File: config.mk
export PLATFORM = sky130hd
export DESIGN_NAME = hbwq_front_flat
export DESIGN_NICKNAME = d
export VERILOG_FILES = /design/src/sv/hbwq_pkg.sv /design/src/sv/hbwq_if.sv /design/src/sv/hbwq_front.sv /design/src/flat_wrapper.sv
export SDC_FILE = /design/constraint.sdc
export NUM_CORES = 1
export LEC_CHECK = 0
export BUFFER_PORTS_ARGS = -buffer_cell sky130_fd_sc_hd__buf_4
export CAP_MARGIN = 20
export CORE_MARGIN = 10
export CORE_UTILIZATION = 35
export DETAILED_ROUTE_END_ITERATION = 8
export HOLD_SLACK_MARGIN = 0.06
export PLACE_DENSITY = 0.78
export SLEW_MARGIN = 20
export SYNTH_ARGS = -nofsm -noshare
export SYNTH_HDL_FRONTEND = slang
export SYNTH_SLANG_ARGS = --single-unit
export TNS_END_PERCENT = 5
File: constraint.sdc
create_clock -name i_clk -period 1.4 [get_ports i_clk]
set_input_delay 0.21 -clock i_clk [delete_from_list [all_inputs] [get_ports i_clk]]
set_output_delay 0.21 -clock i_clk [all_outputs]
set_load 0.05 [all_outputs]
File: src/sv/hbwq_pkg.sv
package hbwq_pkg;
    localparam int BUCKETS_DEF  = 64;
    localparam int ENTRIES_DEF  = 256;
    localparam int TAG_BITS_DEF = 16;
    localparam int KEY_W    = 32;
    localparam int TAG_W    = 16;
    localparam int STATUS_W = 2;
    localparam int BIDX_W   = 6;

    typedef enum logic [1:0] {
        ST_OK    = 2'd0,
        ST_FULL  = 2'd1,
        ST_EMPTY = 2'd2
    } t_status;

    localparam logic CMD_ENQ = 1'b0;
    localparam logic CMD_DEQ = 1'b1;

    typedef enum logic [1:0] {
        S_IDLE = 2'd0,
        S_READ = 2'd1,
        S_WRITE = 2'd2
    } t_state;
endpackage

File: src/sv/hbwq_if.sv
interface hbwq_in_if;
    logic        valid;
    logic        ready;
    logic        command;
    logic        is_hashed;
    logic [31:0] hash_key;
    logic [15:0] work_tag;
    modport source(output valid, command, is_hashed, hash_key, work_tag, input ready);
    modport sink(input valid, command, is_hashed, hash_key, work_tag, output ready);
endinterface


File: src/sv/hbwq_front.sv
// Input stage: registers one command and works out its list number.
module hbwq_front
    import hbwq_pkg::*;
#(
    parameter int BUCKETS = BUCKETS_DEF,
    parameter int LW      = $clog2(BUCKETS + 1)
) (
    input  logic            i_clk,
    input  logic            i_rst_n,
    hbwq_in_if.sink         i_in,
    input  logic            i_take,
    output logic            o_valid,
    output logic            o_cmd,
    output logic            o_hashed,
    output logic [LW-1:0]   o_list,
    output logic [TAG_W-1:0] o_tag
);
    localparam int BW = (BUCKETS > 1) ? $clog2(BUCKETS) : 1;
    logic r_valid;
    logic r_cmd, r_hashed;
    logic [LW-1:0] r_list;
    logic [TAG_W-1:0] r_tag;
    logic [LW-1:0] n_list;

    // key mod BUCKETS: a mask for a power of two, else an exact reciprocal multiply
    generate
        if ((1 << BW) == BUCKETS) begin : g_mask
            always_comb begin
                if (i_in.is_hashed) begin
                    n_list = LW'(i_in.hash_key[BW-1:0]);
                end else begin
                    n_list = LW'(BUCKETS);
                end
            end
        end else begin : g_recip
            localparam logic [32:0] RECIP = 33'(((64'd1 << (KEY_W + BW))
                + 64'(BUCKETS) - 64'd1) / 64'(BUCKETS));
            logic [KEY_W+32:0] prod;
            logic [KEY_W-1:0]  quot;
            logic [KEY_W-1:0]  rem;
            always_comb begin
                prod = {33'd0, i_in.hash_key} * {32'd0, RECIP};
                quot = KEY_W'(prod >> (KEY_W + BW));
                rem  = i_in.hash_key - quot * KEY_W'(BUCKETS);
                if (i_in.is_hashed) begin
                    n_list = LW'(rem);
                end else begin
                    n_list = LW'(BUCKETS);
                end
            end
        end
    endgenerate

    assign i_in.ready = !r_valid || i_take;

    always_ff @(posedge i_clk) begin
        if (!i_rst_n) begin
            r_valid <= 1'b0;
        end else if (i_in.valid && i_in.ready) begin
            r_valid <= 1'b1;
        end else if (i_take) begin
            r_valid <= 1'b0;
        end
        if (i_in.valid && i_in.ready) begin
            r_cmd    <= i_in.command;
            r_hashed <= i_in.is_hashed;
            r_list   <= n_list;
            r_tag    <= i_in.work_tag;
        end
    end

    assign o_valid  = r_valid;
    assign o_cmd    = r_cmd;
    assign o_hashed = r_hashed;
    assign o_list   = r_list;
    assign o_tag    = r_tag;
endmodule

File: src/flat_wrapper.sv
// flat-port wrapper written by rule: the top's interface ports become plain ports
module hbwq_front_flat import hbwq_pkg::*;
#(
    parameter int BUCKETS = BUCKETS_DEF,
    parameter int LW      = $clog2(BUCKETS + 1)
)
  (i_clk, i_rst_n, i_take, o_valid, o_cmd, o_hashed, o_list, o_tag, i_in_valid, i_in_command, i_in_is_hashed, i_in_hash_key, i_in_work_tag, i_in_ready);
  hbwq_in_if i_in_i ();
  input  logic i_clk;
  input  logic i_rst_n;
  input  logic i_take;
  output logic o_valid;
  output logic o_cmd;
  output logic o_hashed;
  output logic [LW-1:0] o_list;
  output logic [TAG_W-1:0] o_tag;
  input wire logic [$bits(i_in_i.valid)-1:0] i_in_valid;
  input wire logic [$bits(i_in_i.command)-1:0] i_in_command;
  input wire logic [$bits(i_in_i.is_hashed)-1:0] i_in_is_hashed;
  input wire logic [$bits(i_in_i.hash_key)-1:0] i_in_hash_key;
  input wire logic [$bits(i_in_i.work_tag)-1:0] i_in_work_tag;
  output wire logic [$bits(i_in_i.ready)-1:0] i_in_ready;
  assign i_in_i.valid = i_in_valid;
  assign i_in_i.command = i_in_command;
  assign i_in_i.is_hashed = i_in_is_hashed;
  assign i_in_i.hash_key = i_in_hash_key;
  assign i_in_i.work_tag = i_in_work_tag;
  assign i_in_ready = i_in_i.ready;
  hbwq_front #(.BUCKETS(BUCKETS), .LW(LW)) u_core (.i_clk(i_clk), .i_rst_n(i_rst_n), .i_in(i_in_i), .i_take(i_take), .o_valid(o_valid), .o_cmd(o_cmd), .o_hashed(o_hashed), .o_list(o_list), .o_tag(o_tag));
endmodule
==> impl_metrics.ini <==
[timing]
max_freq_mhz = 879
tightest_slew_ns = 0.320
rsz0062_at_grt = false
timing.final.crit_share_pct = 81.3
finalWorstSetupSlack_ns = 0.262
slew_violations = 0
finalSetupViolCount = 0
final-hold-violation-count = 0
maxSlewHeadroom_pct = 78.7
timing.final.crit_period_ns = 1.14
finClkSkew_ns = 0.00201
fin_setup_tns_ns = 0

[drt]
drt_iter0_drc = 2
ant_nets = 0
wl_per_cell_microns = 15.2
routed_wirelength_microns = 2120
firstDrtPassIters = 2
wl_met2_microns = 1180
routed_via_density = 4.16
vias = 582
met3WireLength_microns = 162
m1WireLength_microns = 776
routed.top_layer = met4
drc = 0

[critical_path]
critical_path_class = reg -> out
max_stage_delay_ns = 0.36
crit_path_cell_trace = nand2b_4 -> buf_4
cp.arrival_ns = 0.93
crit_fanout = 3
cp-start-kind = flop
critPathCaptureType = output port
cp_slowest_cell = dfxtp_2
worst_ep_required_time_ns = 1.19

[synth]
synth_xor_area_share_pct = 0
ys_ff_latch = 26
synth.largest_area_cell = edfxtp_1
synth_top_family_by_area = simple AND/OR/NAND/NOR gates
synth_top_area_share_pct = 88.4
synth_nets = 91
syn-cell-area_sq_um = 850
postSynthCellCount = 37
synth-simple-area-share_pct = 7.07
syn_area_per_cell_sq_um = 23.0
synth_cell_types = 7
ys_seq_area_share_pct = 90.7
synthMuxAreaShare_pct = 0
synthAdderAreaFrac_pct = 0
ys_warn_count = 0
yosys-top-cells-area = edfxtp_1 (88%), and2_1 (4.4%), dfxtp_1 (2.4%)
synth_compound_area_share_pct = 1.33

[cells_and_area]
mostFrequentLayoutCell = buf_4
seq_area_sq_um = 772
nNetsFinal = 167
fillers = 175
n_antenna_cell = 0
multi_input_area_sq_um = 71.3
layout_common_cells = buf_4 (54), edfxtp_1 (25), dlygate4sd3_1 (17)
final_util_pct = 66.0
drive_gt1_share_pct = 54.5
area_growth_pct = 75.1

[global_route]
grt_max_degree = 26
grt_pass1_vias = 659
grt_pass1_wl_microns = 3270
antenna_found_initial = 0
grt_overflow_total = 0
grtUsageTotal_pct = 8.43

[floorplanning]
coreArea_sq_mm = 0.00225
start_util_pct = 37.7
ioPinCount = 81
placementRows = 17
design.die.area_sq_mm = 0.00480
die_w_microns = 69.3
die_h_microns = 69.3

[place]
dp_slack_ns = 0.275
place_hpwl_microns = 1590
gp_congestion = 0.674
port_buffers = 54

[clocking]
ctsResizeCount = 0
clock_sinks = 26
clockBufferDepth = 2
cts.clk_slew.worst_paths_ns = 0.13
cts_inserted_buffers = 3
insertion_delay_ns = 0.31
cts-root-buf = clkbuf_4
h-tree-depth = 1
cts_tree = done

[run_status]
status = complete, no violations

[run]
maxCapViolCount = 0

[worst_hold_path]
hold_class = in -> reg

[power]
p_leak_uw = 0.000640
powerDensity_mw_per_mm2 = 1070
finalPower_uw = 1600
ir_worst_vdd_uv = 716
-- Yosys cell counts --
| cell | instances |
|---|---|
| inv_1 | 2 |
| nand2b_4 | 1 |
| and2_4 | 1 |
| and2_1 | 6 |
| dfxtp_1 | 1 |
| edfxtp_1 | 25 |
| a21boi_2 | 1 |
-- what timing repair did --
| item | 4_1_cts | 5_1_grt |
|---|---|---|
| buffers inserted | 0 | 0 |
| endpoints found under the hold margin | 8 | 9 |
| hold buffers | 8 | 9 |
| endpoints found under the setup margin | 0 | 0 |
-- critical path: cells and delay by family, from the launching register on --
family,cells,cell delay [ns]
buffers and inverters,1,0.19
AND/OR/NAND/NOR,1,0.07
flip-flops,1,0.36
-- final timing paths --
check / slack [ns] / end / depth (start not counted) / from
max: 0.26 / i_in_ready / 2 / u_core.o_valid
min: 0.12 / u_core.o_hashed / 1 / i_in_is_hashed
max reg2reg: 0.31 / u_core.o_tag[6] / 2 / u_core.o_valid
min reg2reg: 0.50 / u_core.o_valid / 2 / u_core.o_valid
-- per-layer routing --
layer	vias up	GRT usage, %
met1	264	8.12
met5	-	0
li1	285	-
met4	0	3.33
met2	31	15.3
met3	2	3.57
-- logic make-up after synthesis --
| group | count (synthesis) |
|---|---|
| DFF | 26 |
| AOI/OAI and AO/OA | 1 |
| buffers and inverters | 2 |
| and+or+nand+nor | 8 |
-- cell type report --
cell class / count / area share, %
multi-input combinational: 9 / 4.79
clock inverter: 1 / 0.252
tap: 28 / 2.35
clock buffer: 3 / 1.51
timing repair buffer: 71 / 38.7
sequential: 26 / 51.9
inverter: 2 / 0.505
-- per-stage QoR --
stage / instance area, sq um / std cells / hold WS, ns
after floorplan: 851 / 37 / 0.309
after global placement: 1290 / 119 / 0.389
after detailed placement: 1290 / 119 / 0.389
after CTS: 1400 / 131 / 0.0601
after global routing: 1490 / 140 / 0.112
final: 1490 / 140 / 0.116
-- sequential cells by signal (all words and copies together), names as in the netlist --
name,cells
u_core.o_tag,16
u_core.o_valid,1
u_core.o_list,7
u_core.o_cmd,1
u_core.o_hashed,1
-- report_power, final --
part | leakage, uW | total, uW | switching [uW] | internal, uW
Clock | 0.0000154 | 309 | 205 | 104
Sequential | 0.000252 | 920 | 13.0 | 907
Combinational | 0.000373 | 366 | 221 | 145
Total | 0.000640 | 1600 | 439 | 1160
Power figures use the tool's default switching activity.
